### config.mk
export PLATFORM = sky130hd
export DESIGN_NAME = atg_cordic
export DESIGN_NICKNAME = d
export VERILOG_FILES = /design/src/hdl/atg_pkg.sv /design/src/hdl/atg_cordic.sv
export SDC_FILE = /design/constraint.sdc
export NUM_CORES = 2
export LEC_CHECK = 0
export BUFFER_PORTS_ARGS = -buffer_cell sky130_fd_sc_hd__buf_2
export CAP_MARGIN = 15
export CORE_MARGIN = 4
export CORE_UTILIZATION = 60
export DETAILED_ROUTE_END_ITERATION = 16
export PLACE_DENSITY = 0.76
export SLEW_MARGIN = 20
export SYNTH_ARGS = -nofsm -noshare
export SYNTH_HDL_FRONTEND = slang
export SYNTH_SLANG_ARGS = --single-unit
### constraint.sdc
create_clock -name i_clk -period 5.2 [get_ports i_clk]
set_input_delay 1.04 -clock i_clk [delete_from_list [all_inputs] [get_ports i_clk]]
set_output_delay 1.04 -clock i_clk [all_outputs]
set_load 0.02 [all_outputs]
### src/hdl/atg_pkg.sv
`default_nettype none
// ----------------------------------------------------------------------------
// atg_pkg
// Shared constants and the arctangent table for the tilt / gyro rate unit.
// ----------------------------------------------------------------------------
package atg_pkg;

    localparam int ANGLE_FRAC_BITS_DEF = 8;
    localparam int CORDIC_STAGES_DEF   = 16;
    localparam int ATAN_TABLE_LEN      = 24;

    localparam logic [12:0] ANGLE_OFFSET_RESET = 13'd1024;

    // register word index on the APB port
    localparam logic REG_ANGLE_OFFSET = 1'b0;

    // isqrt of a 64-bit radicand: one result bit per stage
    localparam int SQRT_STEPS = 32;
    localparam int SQRT_REM_W = 34;

    // CORDIC datapath widths
    localparam int CRD_XW = 36;
    localparam int CRD_ZW = 33;

    localparam logic [30:0] QUARTER_TURN_Q30 = 31'd1686629713;

    // degree conversion: q = round(mag * 180000 * 2^F / (3142 * 2^30))
    localparam int DEG_NUM   = 180000;
    localparam int DEG_DIV   = 3142;
    localparam int DEG_HALF  = 1571;
    localparam int DEG_RECIP = 1366953;    // floor(2^32 / 3142)

    // gyro rate: q = floor((|g| * 2^(F+2) + 131) / 262)
    localparam int RATE_DIV   = 262;
    localparam int RATE_HALF  = 131;
    localparam int RATE_RECIP = 16393004;  // floor(2^32 / 262)

    localparam int RECIP_SHIFT = 32;

    localparam int TILT_MAX = 32767;
    localparam int TILT_MIN = -32768;
    localparam int RATE_MAX = 131071;
    localparam int RATE_MIN = -131072;

    typedef logic [15:0] t_sample;

    function automatic logic [31:0] atg_atan(input int idx);
        logic [31:0] v;
        unique case (idx)
            0:  v = 32'd843314857;
            1:  v = 32'd497837829;
            2:  v = 32'd263043837;
            3:  v = 32'd133525159;
            4:  v = 32'd67021687;
            5:  v = 32'd33543516;
            6:  v = 32'd16775851;
            7:  v = 32'd8388437;
            8:  v = 32'd4194283;
            9:  v = 32'd2097149;
            10: v = 32'd1048576;
            11: v = 32'd524288;
            12: v = 32'd262144;
            13: v = 32'd131072;
            14: v = 32'd65536;
            15: v = 32'd32768;
            16: v = 32'd16384;
            17: v = 32'd8192;
            18: v = 32'd4096;
            19: v = 32'd2048;
            20: v = 32'd1024;
            21: v = 32'd512;
            22: v = 32'd256;
            23: v = 32'd128;
            default: v = 32'd0;
        endcase
        return v;
    endfunction

endpackage
`default_nettype wire

### src/hdl/atg_cordic.sv
`default_nettype none
// ----------------------------------------------------------------------------
// atg_cordic
// Unrolled vectoring CORDIC, one micro-rotation per register stage.
// ----------------------------------------------------------------------------
module atg_cordic import atg_pkg::*; #(
    parameter int STAGES = CORDIC_STAGES_DEF,
    parameter int SIDE_W = 1
) (
    input  wire logic                     i_clk,
    input  wire logic                     i_rst_n,
    input  wire logic                     i_en,
    input  wire logic                     i_vld,
    input  wire logic signed [CRD_XW-1:0] i_x,
    input  wire logic signed [CRD_XW-1:0] i_y,
    input  wire logic [SIDE_W-1:0]        i_side,
    output logic                          o_vld,
    output logic signed [CRD_ZW-1:0]      o_z,
    output logic [SIDE_W-1:0]             o_side
);

    logic signed [CRD_XW-1:0] s_x    [0:STAGES];
    logic signed [CRD_XW-1:0] s_y    [0:STAGES];
    logic signed [CRD_ZW-1:0] s_z    [0:STAGES];
    logic [SIDE_W-1:0]        s_side [0:STAGES];
    logic                     s_vld  [0:STAGES];

    assign s_x[0]    = i_x;
    assign s_y[0]    = i_y;
    assign s_z[0]    = '0;
    assign s_side[0] = i_side;
    assign s_vld[0]  = i_vld;

    for (genvar g = 0; g < STAGES; g++) begin : g_rot
        localparam logic signed [CRD_ZW-1:0] ATAN = CRD_ZW'(atg_atan(g));
        logic signed [CRD_XW-1:0] dx;
        logic signed [CRD_XW-1:0] dy;
        logic signed [CRD_XW-1:0] r_x;
        logic signed [CRD_XW-1:0] r_y;
        logic signed [CRD_ZW-1:0] r_z;
        logic [SIDE_W-1:0]        r_side;
        logic                     r_vld;

        assign dx = s_y[g] >>> g;
        assign dy = s_x[g] >>> g;

        always_ff @(posedge i_clk) begin
            if (!i_rst_n) begin
                r_vld <= 1'b0;
            end else if (i_en) begin
                r_vld <= s_vld[g];
            end
        end

        always_ff @(posedge i_clk) begin
            if (i_en) begin
                if (!s_y[g][CRD_XW-1]) begin
                    r_x <= s_x[g] + dx;
                    r_y <= s_y[g] - dy;
                    r_z <= s_z[g] + ATAN;
                end else begin
                    r_x <= s_x[g] - dx;
                    r_y <= s_y[g] + dy;
                    r_z <= s_z[g] - ATAN;
                end
                r_side <= s_side[g];
            end
        end

        assign s_x[g+1]    = r_x;
        assign s_y[g+1]    = r_y;
        assign s_z[g+1]    = r_z;
        assign s_side[g+1] = r_side;
        assign s_vld[g+1]  = r_vld;
    end

    assign o_vld  = s_vld[STAGES];
    assign o_z    = s_z[STAGES];
    assign o_side = s_side[STAGES];

endmodule
`default_nettype wire

==> impl_metrics.toml <==
[drt]
routedWlPerCell_um = 20.5
drc = 0
drt_iter0_markers = 8937
first_pass_iters = 5
num_vias = 102000
viasPerCell = 6.16
wl_mm = 339
antenna_left = 0

[timing]
finClkSkew_ns = 0.0486
finalSetupViolCount = 0
drv_slew = 0
tightest_slew_ns = 1.06
setup_slack_ns = 0.215
slew_headroom_pct = 29.4
finalCriticalPeriod_ns = 4.98
fin_crit_sh_pct = 95.9
whs_ns = 0.408
hold_viol = 0
timing.fmax_mhz = 201

[clock_tree]
numCtsBuffers = 172
clock_latency_ns = 0.83
cts_tree = "yes"
clock_path_buffers = 3
htreeDepth = 4
clkSlewWorstSetupHoldPaths_ns = 0.06
cts.sinks = 1508
cts-root-buf = "clkbuf_16"

[floorplan]
start_util_pct = 60.3
die_x_um = 467
die_h_um = 467
die-area_um2 = 218000
std_cell_rows = 168
ioPinCount = 112
core_area_um2 = 210000

[synthesis]
ys.flop_type = "edfxtp_1"
synth_nets = 14900
yosysUniqueCellTypes = 116
seq_area_frac_synth_pct = 35.7
synth.avg_cell_area_um2 = 9.48
synth_area_leaders = "edfxtp_1, ha_1, xnor2_1"
yosysTopAreaCellShare_pct = 35.4
synth.most_common_cell = "edfxtp_1"
ys_top_cells_by_count = "edfxtp_1, a21oi_1, ha_1"
yosys.area.top_type = "edfxtp_1"
ys_warn_count = 0
synth_area_um2 = 127000
synth_seq_cells = 1508
postSynth.asyncResetShare_pct = 0
synth_edf_count = 1492
syn_inst = 13400

[critical_path]
cp.buffers_inverters = 0
crit_cells = 17
cp-end-kind = "flip-flop"
worst_path_most_repeated_cell = "a21o_1"
crit_family = "simple AND/OR/NAND/NOR gates"
start_kind = "flip-flop"
cp_data_required_time_ns = 5.74
cp.arrival_ns = 5.52
max_stage_delay_ns = 0.58
critPathMaxFanout = 6
slowest_stage = "or4_1"
crit_type = "flip-flop to flip-flop"
path_cells = "or4_1 > nor3_1 > and3b_1 > and2_1 > nor2_1 > xnor2_1 > ha_1 > a21o_1 > a21oi_1 > nor3b_1 > o221ai_1 > a31oi_2 > o31ai_1 > a21o_1 > a21o_1 > a21oi_1 > xnor2_1"
reg2reg_depth = 17

[worst_hold_path]
min_path_type = "input port to flip-flop"
hold_path_depth = 1

[global_route]
globalRouteOverflowTotal = 0
first_global_vias = 98400
grt_pass1_wl_mm = 532
grt_start_max_net_pins = 200
antenna_found_initial = 16
grt.total_usage_pct = 30.1

[layout]
final_nets = 15200
area_growth_pct = 8.76
nFillCells = 17000
drive_gt1_share_pct = 5.91

[placed_design]
dp_hpwl_mm = 269
gp_congestion = 0.978
dp_slack_ns = 0.188
port_buffers = 110

[outcome]
status = "finished, final reports clean"

[job]
maxCapViolations = 0
[per-layer routing]
| metal | GRT usage, % | wire, µm |
|---|---|---|
| met3 | 3.52 | 20000 |
| met4 | 11.3 | 13700 |
| met1 | 39.5 | 144000 |
| met2 | 51.2 | 162000 |
| met5 | 0 | 46 |
[sequential cells by signal, summed over array words and instances, names as in the netlist]
| name | count |
|---|---|
| g_rot.r_vld | 15 |
| o_vld | 1 |
| g_rot.r_side | 15 |
| o_side | 1 |
| g_rot.r_z | 450 |
| g_rot.r_y | 505 |
| g_rot.r_x | 489 |
| o_z | 32 |
[path summary, 6_finish.rpt]
path                              start                          to  slack (ns)
min reg2reg  g_rot[11].r_z[1]$_DFFE_PP_  g_rot[12].r_z[1]$_DFFE_PP_        0.41
max           g_rot[0].r_y[6]$_DFFE_PP_  g_rot[1].r_x[29]$_DFFE_PP_        0.22
min                              i_side   g_rot[0].r_side$_DFFE_PP_        0.41
max reg2reg   g_rot[0].r_y[6]$_DFFE_PP_  g_rot[1].r_x[29]$_DFFE_PP_        0.22
[cell families (layout without fill, tap and decap cells)]
group | count (synthesis) | in the layout | synth area share [%]
AO/OA/AOI/OAI | 3877 | 3877 | 19.5
multiplexers | 82 | 82 | 0.683
other | 1 | 6 | 0.00296
buffers and inverters | 903 | 1310 | 2.70
flip-flops | 1508 | 1508 | 35.7
XOR/XNOR | 1887 | 1887 | 13.1
AND/OR/NAND/NOR | 3629 | 3629 | 13.7
adder cells (fa/ha/maj) | 1469 | 1469 | 14.8
[cell type report]
type,instances,area (µm²),area share (%)
diodes,5,12.5,0.00909
clock buffers,195,4450,3.24
clock inverters,129,1590,1.15
inverters,683,2560,1.86
multi-input cells,10900,78200,56.8
flip-flops and latches,1508,45100,32.8
well taps,2805,3510,2.55
repair buffers,303,2180,1.58
[placed cells by master, fill, tap and decap left out, types with 220 or more instances in the layout]
cell and count:
ha_1 1424, edfxtp_1 1492, inv_1 677, o21ai_0 544, a21o_1 590, a21oi_1 1482
nand2_1 680, xnor2_1 1246, nor2_1 1340, nor2b_1 230, xor2_1 641, o21bai_1 220
nor3_1 332
[stage by stage]
step	TNS, ns	instance area, µm²	utilization [%]	cells
after global placement	0	131000	62.6	16200
after floorplan	0	127000	-	13400
after detailed placement	0	131000	62.6	16200
after CTS	0	137000	65.5	16600
after global routing	-0.0154	138000	65.6	16600
final	0	138000	65.6	16600
[timing repair]
item	4_1_cts	5_1_grt
hold buffers	0	0
buffers inserted	0	6
gates resized for setup	0	37
setup endpoints to repair	0	43
Power is left out: the tool's default activity adds up to more than one toggle a clock period on the data nets, which glitch-free logic cannot reach.
