## src/hdl/atg_pkg.sv

```systemverilog
`default_nettype none
// ----------------------------------------------------------------------------
// atg_pkg
// Shared constants and the arctangent table for the tilt / gyro rate unit.
// ----------------------------------------------------------------------------
package atg_pkg;

    localparam int ANGLE_FRAC_BITS_DEF = 8;
    localparam int CORDIC_STAGES_DEF   = 16;
    localparam int ATAN_TABLE_LEN      = 24;

    localparam logic [12:0] ANGLE_OFFSET_RESET = 13'd1024;

    // register word index on the APB port
    localparam logic REG_ANGLE_OFFSET = 1'b0;

    // isqrt of a 64-bit radicand: one result bit per stage
    localparam int SQRT_STEPS = 32;
    localparam int SQRT_REM_W = 34;

    // CORDIC datapath widths
    localparam int CRD_XW = 36;
    localparam int CRD_ZW = 33;

    localparam logic [30:0] QUARTER_TURN_Q30 = 31'd1686629713;

    // degree conversion: q = round(mag * 180000 * 2^F / (3142 * 2^30))
    localparam int DEG_NUM   = 180000;
    localparam int DEG_DIV   = 3142;
    localparam int DEG_HALF  = 1571;
    localparam int DEG_RECIP = 1366953;    // floor(2^32 / 3142)

    // gyro rate: q = floor((|g| * 2^(F+2) + 131) / 262)
    localparam int RATE_DIV   = 262;
    localparam int RATE_HALF  = 131;
    localparam int RATE_RECIP = 16393004;  // floor(2^32 / 262)

    localparam int RECIP_SHIFT = 32;

    localparam int TILT_MAX = 32767;
    localparam int TILT_MIN = -32768;
    localparam int RATE_MAX = 131071;
    localparam int RATE_MIN = -131072;

    typedef logic [15:0] t_sample;

    function automatic logic [31:0] atg_atan(input int idx);
        logic [31:0] v;
        unique case (idx)
            0:  v = 32'd843314857;
            1:  v = 32'd497837829;
            2:  v = 32'd263043837;
            3:  v = 32'd133525159;
            4:  v = 32'd67021687;
            5:  v = 32'd33543516;
            6:  v = 32'd16775851;
            7:  v = 32'd8388437;
            8:  v = 32'd4194283;
            9:  v = 32'd2097149;
            10: v = 32'd1048576;
            11: v = 32'd524288;
            12: v = 32'd262144;
            13: v = 32'd131072;
            14: v = 32'd65536;
            15: v = 32'd32768;
            16: v = 32'd16384;
            17: v = 32'd8192;
            18: v = 32'd4096;
            19: v = 32'd2048;
            20: v = 32'd1024;
            21: v = 32'd512;
            22: v = 32'd256;
            23: v = 32'd128;
            default: v = 32'd0;
        endcase
        return v;
    endfunction

endpackage
`default_nettype wire

```

## src/hdl/atg_isqrt.sv

```systemverilog
`default_nettype none
// ----------------------------------------------------------------------------
// atg_isqrt
// Pipelined restoring square root of (sq * 2^32), one root bit per stage.
// ----------------------------------------------------------------------------
module atg_isqrt import atg_pkg::*; #(
    parameter int SIDE_W = 1
) (
    input  wire logic              i_clk,
    input  wire logic              i_rst_n,
    input  wire logic              i_en,
    input  wire logic              i_vld,
    input  wire logic [31:0]       i_sq,
    input  wire logic [SIDE_W-1:0] i_side,
    output logic                   o_vld,
    output logic [31:0]            o_root,
    output logic [SIDE_W-1:0]      o_side
);

    logic [SQRT_REM_W-1:0] s_rem  [0:SQRT_STEPS];
    logic [31:0]           s_root [0:SQRT_STEPS];
    logic [31:0]           s_sq   [0:SQRT_STEPS];
    logic [SIDE_W-1:0]     s_side [0:SQRT_STEPS];
    logic                  s_vld  [0:SQRT_STEPS];

    assign s_rem[0]  = '0;
    assign s_root[0] = '0;
    assign s_sq[0]   = i_sq;
    assign s_side[0] = i_side;
    assign s_vld[0]  = i_vld;

    for (genvar g = 0; g < SQRT_STEPS; g++) begin : g_step
        logic [1:0]            pair;
        logic [35:0]           acc;
        logic [35:0]           trial;
        logic [SQRT_REM_W-1:0] n_rem;
        logic [31:0]           n_root;
        logic [SQRT_REM_W-1:0] r_rem;
        logic [31:0]           r_root;
        logic [31:0]           r_sq;
        logic [SIDE_W-1:0]     r_side;
        logic                  r_vld;

        // radicand is {sq, 32'b0}: the low half brings in zero pairs
        if (g < 16) begin : g_hi
            assign pair = s_sq[g][31-2*g -: 2];
        end else begin : g_lo
            assign pair = 2'b00;
        end

        always_comb begin
            acc   = {s_rem[g], pair};
            trial = {2'b00, s_root[g], 2'b01};
            if (acc >= trial) begin
                n_rem  = SQRT_REM_W'(acc - trial);
                n_root = {s_root[g][30:0], 1'b1};
            end else begin
                n_rem  = acc[SQRT_REM_W-1:0];
                n_root = {s_root[g][30:0], 1'b0};
            end
        end

        always_ff @(posedge i_clk) begin
            if (!i_rst_n) begin
                r_vld <= 1'b0;
            end else if (i_en) begin
                r_vld <= s_vld[g];
            end
        end

        always_ff @(posedge i_clk) begin
            if (i_en) begin
                r_rem  <= n_rem;
                r_root <= n_root;
                r_sq   <= s_sq[g];
                r_side <= s_side[g];
            end
        end

        assign s_rem[g+1]  = r_rem;
        assign s_root[g+1] = r_root;
        assign s_sq[g+1]   = r_sq;
        assign s_side[g+1] = r_side;
        assign s_vld[g+1]  = r_vld;
    end

    assign o_vld  = s_vld[SQRT_STEPS];
    assign o_root = s_root[SQRT_STEPS];
    assign o_side = s_side[SQRT_STEPS];

endmodule
`default_nettype wire

```

## config.mk

```make
export PLATFORM = sky130hd
export DESIGN_NAME = atg_isqrt
export DESIGN_NICKNAME = d
export VERILOG_FILES = /design/src/hdl/atg_pkg.sv /design/src/hdl/atg_isqrt.sv
export SDC_FILE = /design/constraint.sdc
export NUM_CORES = 2
export LEC_CHECK = 0
export ABC_AREA = 1
export BUFFER_PORTS_ARGS = -buffer_cell sky130_fd_sc_hd__buf_2
export CAP_MARGIN = 30
export CORE_AREA = 4 4 578 580
export CTS_BUF_LIST = sky130_fd_sc_hd__clkbuf_8
export DETAILED_ROUTE_END_ITERATION = 7
export DIE_AREA = 0 0 582 584
export PLACE_DENSITY = 0.48
export SETUP_SLACK_MARGIN = 0.4
export SYNTH_ARGS = -nofsm -noshare
export SYNTH_HDL_FRONTEND = slang
export SYNTH_SLANG_ARGS = --single-unit
```

## constraint.sdc

```tcl
create_clock -name i_clk -period 2.9 [get_ports i_clk]
set_clock_uncertainty 0.1 [all_clocks]
set_input_delay 0.87 -clock i_clk [delete_from_list [all_inputs] [get_ports i_clk]]
set_output_delay 0.87 -clock i_clk [all_outputs]
set_load 0.05 [all_outputs]
```

==> summary.md <==
| Metric | Value |
|---|---|
| Worst path slowest cell | `edfxtp_1` |
| Crit path launch type | `flip-flop` |
| Sink Count | `1806` |
| Predominant post-synthesis flop cell | `edfxtp_1` |
| Seq cells post-synth | `1806` |
| Initial detailed-routing violation count | `6395` |
| Area growth, synth to finish | `18.8%` |
| Crit path kind | `flip-flop to output pin` |
| Pin count of the biggest net entering global routing | `89` |
| Initial antenna violation count | `1` |
| Unrepaired setup endpoints after global routing | `true` |
| Tot Pwr | `87.7 mW` |
| Flip-flop and latch area | `0.0539 sq mm` |
| Top cells by count, synth | `nand2_1 (5039), inv_1 (2660), edfxtp_1 (1774)` |
| Clk Latency, worst-skew pair | `1.05 ns` |
| Syn_area_per_cell | `7.81 sq um` |
| Largest area contributor in the netlist | `edfxtp_1` |
| # rows | `211` |
| Worst min path class | `input port to flip-flop` |
| Fin. Hold Viols | `0` |
| Die Wd | `582 microns` |
| Synth Cell Area | `0.115 sq mm` |
| CP delay by family, top | `flip-flops` |
| Slew of the pin with the lowest slew margin | `0.542 ns` |
| Via count | `95600` |
| Root Driver | `clkbuf_8` |
| Peak supply drop | `0.000554 V` |
| Area share of the largest cell type after synthesis | `46.4%` |
| Routed Antenna Nets | `0` |
| Vert. Die Dim | `584 microns` |
| Cell count after synthesis | `14700` |
| EDFF count, synth | `1774` |
| Synth top area cells | `edfxtp_1 (46%), nand2_1 (16%), inv_1 (8.7%)` |
| First-pass GRT wire length | `543 mm` |
| Pins Over Slew Limit | `0` |
| Starting density of the core | `34.8%` |
| Core area | `0.329 sq mm` |
| Filler cells | `33800` |
| Warnings from Yosys | `0` |
| Final period util | `89.9%` |
| Pwr Density | `644 mW/mm^2` |
| Final wirelength | `365 mm` |
| Tmin final | `2.61 ns` |
| CTS tree | `yes` |
| Final setup violation count | `0` |
| Sequential area share after synthesis | `47.0%` |
| LEAKAGE | `62.6 nW` |
| Num CTS Buffers | `338` |
| CP max FO | `1` |
| Share of cells above drive strength 1 | `12.5%` |
| WL/cell | `18.1 microns` |
| CP max stage delay | `0.42 ns` |
| TritonRoute pass-1 iters | `7` |
| Crit path capture type | `output pin` |
| Vias in the first global route | `91600` |
| Die Area | `0.340 sq mm` |
| Buf+Inv Stages, Crit Path | `1` |
| Synth unique cells | `56` |
| Status | `complete, no violations` |
| Detailed-route DRC error count | `0` |
| Post-DR vias/cell | `4.74` |
| Clock Tree Buf Depth | `4` |
| Worst slew margin | `63.8%` |
| Asr flop ratio synth | `0%` |
| Most frequent cell after synthesis | `nand2_1` |
| DP HPWL | `289 mm` |
| PortBufs | `70` |
| RD Place Congestion | `0.927` |
| Max frequency | `384 MHz` |
| CTS HTree Levels | `5` |
| Crit path required time | `1.93 ns` |
| Setup_tns | `0 ns` |
| Critical-path cell list | `buf_6` |
| GR Overflow Total | `0` |
| Data arrival, critical path | `1.64 ns` |
| Post-synth net total | `15300` |
| I/O pin total | `71` |
| Total track usage | `20.5%` |
| Area occupied by multi-input gates | `0.0540 sq mm` |
| Count of maximum capacitance violations | `0` |
| Clock slew at reported path FFs | `0.06 ns` |
| # nets final | `16100` |
==> layout by cell type, fill, tap and decap left out, types with 31 or more instances in the layout <==
| master | netlist | layout |
|---|---|---|
| buf_4 | 43 | 447 |
| o21ai_0 | 356 | 320 |
| nand3b_1 | 112 | 112 |
| and2_1 | 64 | 63 |
| nand3_2 | 12 | 47 |
| xnor2_1 | 170 | 170 |
| clkbuf_8 | 0 | 344 |
| ha_4 | 0 | 181 |
| a21oi_1 | 517 | 432 |
| ha_1 | 534 | 286 |
| dfxtp_1 | 32 | 31 |
| buf_6 | 29 | 52 |
| or2_2 | 50 | 50 |
| buf_12 | 1 | 62 |
| o21ai_1 | 53 | 80 |
| edfxtp_1 | 1774 | 1774 |
| nor3_1 | 240 | 215 |
| inv_1 | 2660 | 2720 |
| nand2_1 | 5039 | 4895 |
| buf_2 | 49 | 35 |
| clkinv_2 | 0 | 41 |
| dlygate4sd3_1 | 0 | 35 |
| clkinv_1 | 0 | 80 |
| ha_2 | 0 | 67 |
| nand3_1 | 817 | 776 |
| nand2_2 | 27 | 149 |
| nand4_1 | 237 | 237 |
| xor2_1 | 266 | 263 |
| a21oi_2 | 33 | 114 |
| nor2_2 | 25 | 105 |
| nor2_1 | 1336 | 1231 |
==> worst paths after layout <==
check | start | to | slack, ns | cells after the start
max | o_root[12]$_DFFE_PP_ | o_root[12] | 0.29 | 1
min | i_rst_n | o_vld$_SDFFE_PN0P_ | 0.17 | 3
max reg2reg | g_step[12].r_rem[11]$_DFFE_PP_ | g_step[13].r_rem[17]$_DFFE_PP_ | 0.40 | 8
min reg2reg | g_step[3].r_side$_DFFE_PP_ | g_step[4].r_side$_DFFE_PP_ | 0.29 | 0
==> sequential cells by signal (all words and copies together), names as in the netlist <==
register,count
g_step.r_side,31
g_step.r_vld,31
o_side,1
g_step.r_root,496
o_vld,1
g_step.r_rem,974
o_root,32
g_step.r_sq,240
==> report_power, final <==
part / switching [mW] / total, mW / internal (mW)
clock: 11.5 / 24.4 / 12.8
combinational: 17.3 / 26.8 / 9.51
sequential: 3.47 / 36.5 / 33.1
==> layer usage <==
layer  track usage (%)  share of wire (%)  vias up
met4              6.19                3.1        0
met1              25.8                 43    44400
met3              2.04                3.8      545
li1                  -                  -    48800
met5                 0                  0        -
met2              37.1                 50     1938
==> what timing repair did <==
action | in CTS | in global routing
setup endpoints to repair | 651 | 873
gates cloned | 3 | 19
hold buffers | 35 | 0
resized for setup | 250 | 752
buffers inserted | 83 | 202
endpoints found under the hold margin | 35 | 0
pin swaps | 17 | 76
==> logic make-up after synthesis <==
family	count (synthesis)	synth area share, %
buf+inv	2819	9.64
xor+xnor	436	3.33
compound gates	1037	4.82
flops	1806	47.0
simple gates	8037	29.1
other cells	1	0.00327
fa+ha+maj	549	6.09
==> area by class of cell <==
class,instances,area share (%)
sequential,1806,39.6
antenna,1,0.00184
clock inverter,258,1.29
multi-input combinational,10100,39.6
timing repair inverter,4,0.0276
inverter,2687,7.49
tap,4366,4.01
clock buffer,344,3.48
timing repair buffer,653,4.52
==> per-stage QoR <==
step	instances	area (sq um)	hold slack (ns)	util, %	setup slack (ns)
CTS	20000	131000	0.00348	39.7	0.0904
global route	20200	136000	0.0981	41.4	0.155
finish	20200	136000	0.172	41.4	0.294
floorplan	14700	115000	0.300	-	0.460
detailed placement	19200	122000	0.305	37.1	0.140
global placement	19200	122000	0.301	37.1	0.102
No activity file was read; power rests on OpenSTA's default activity.
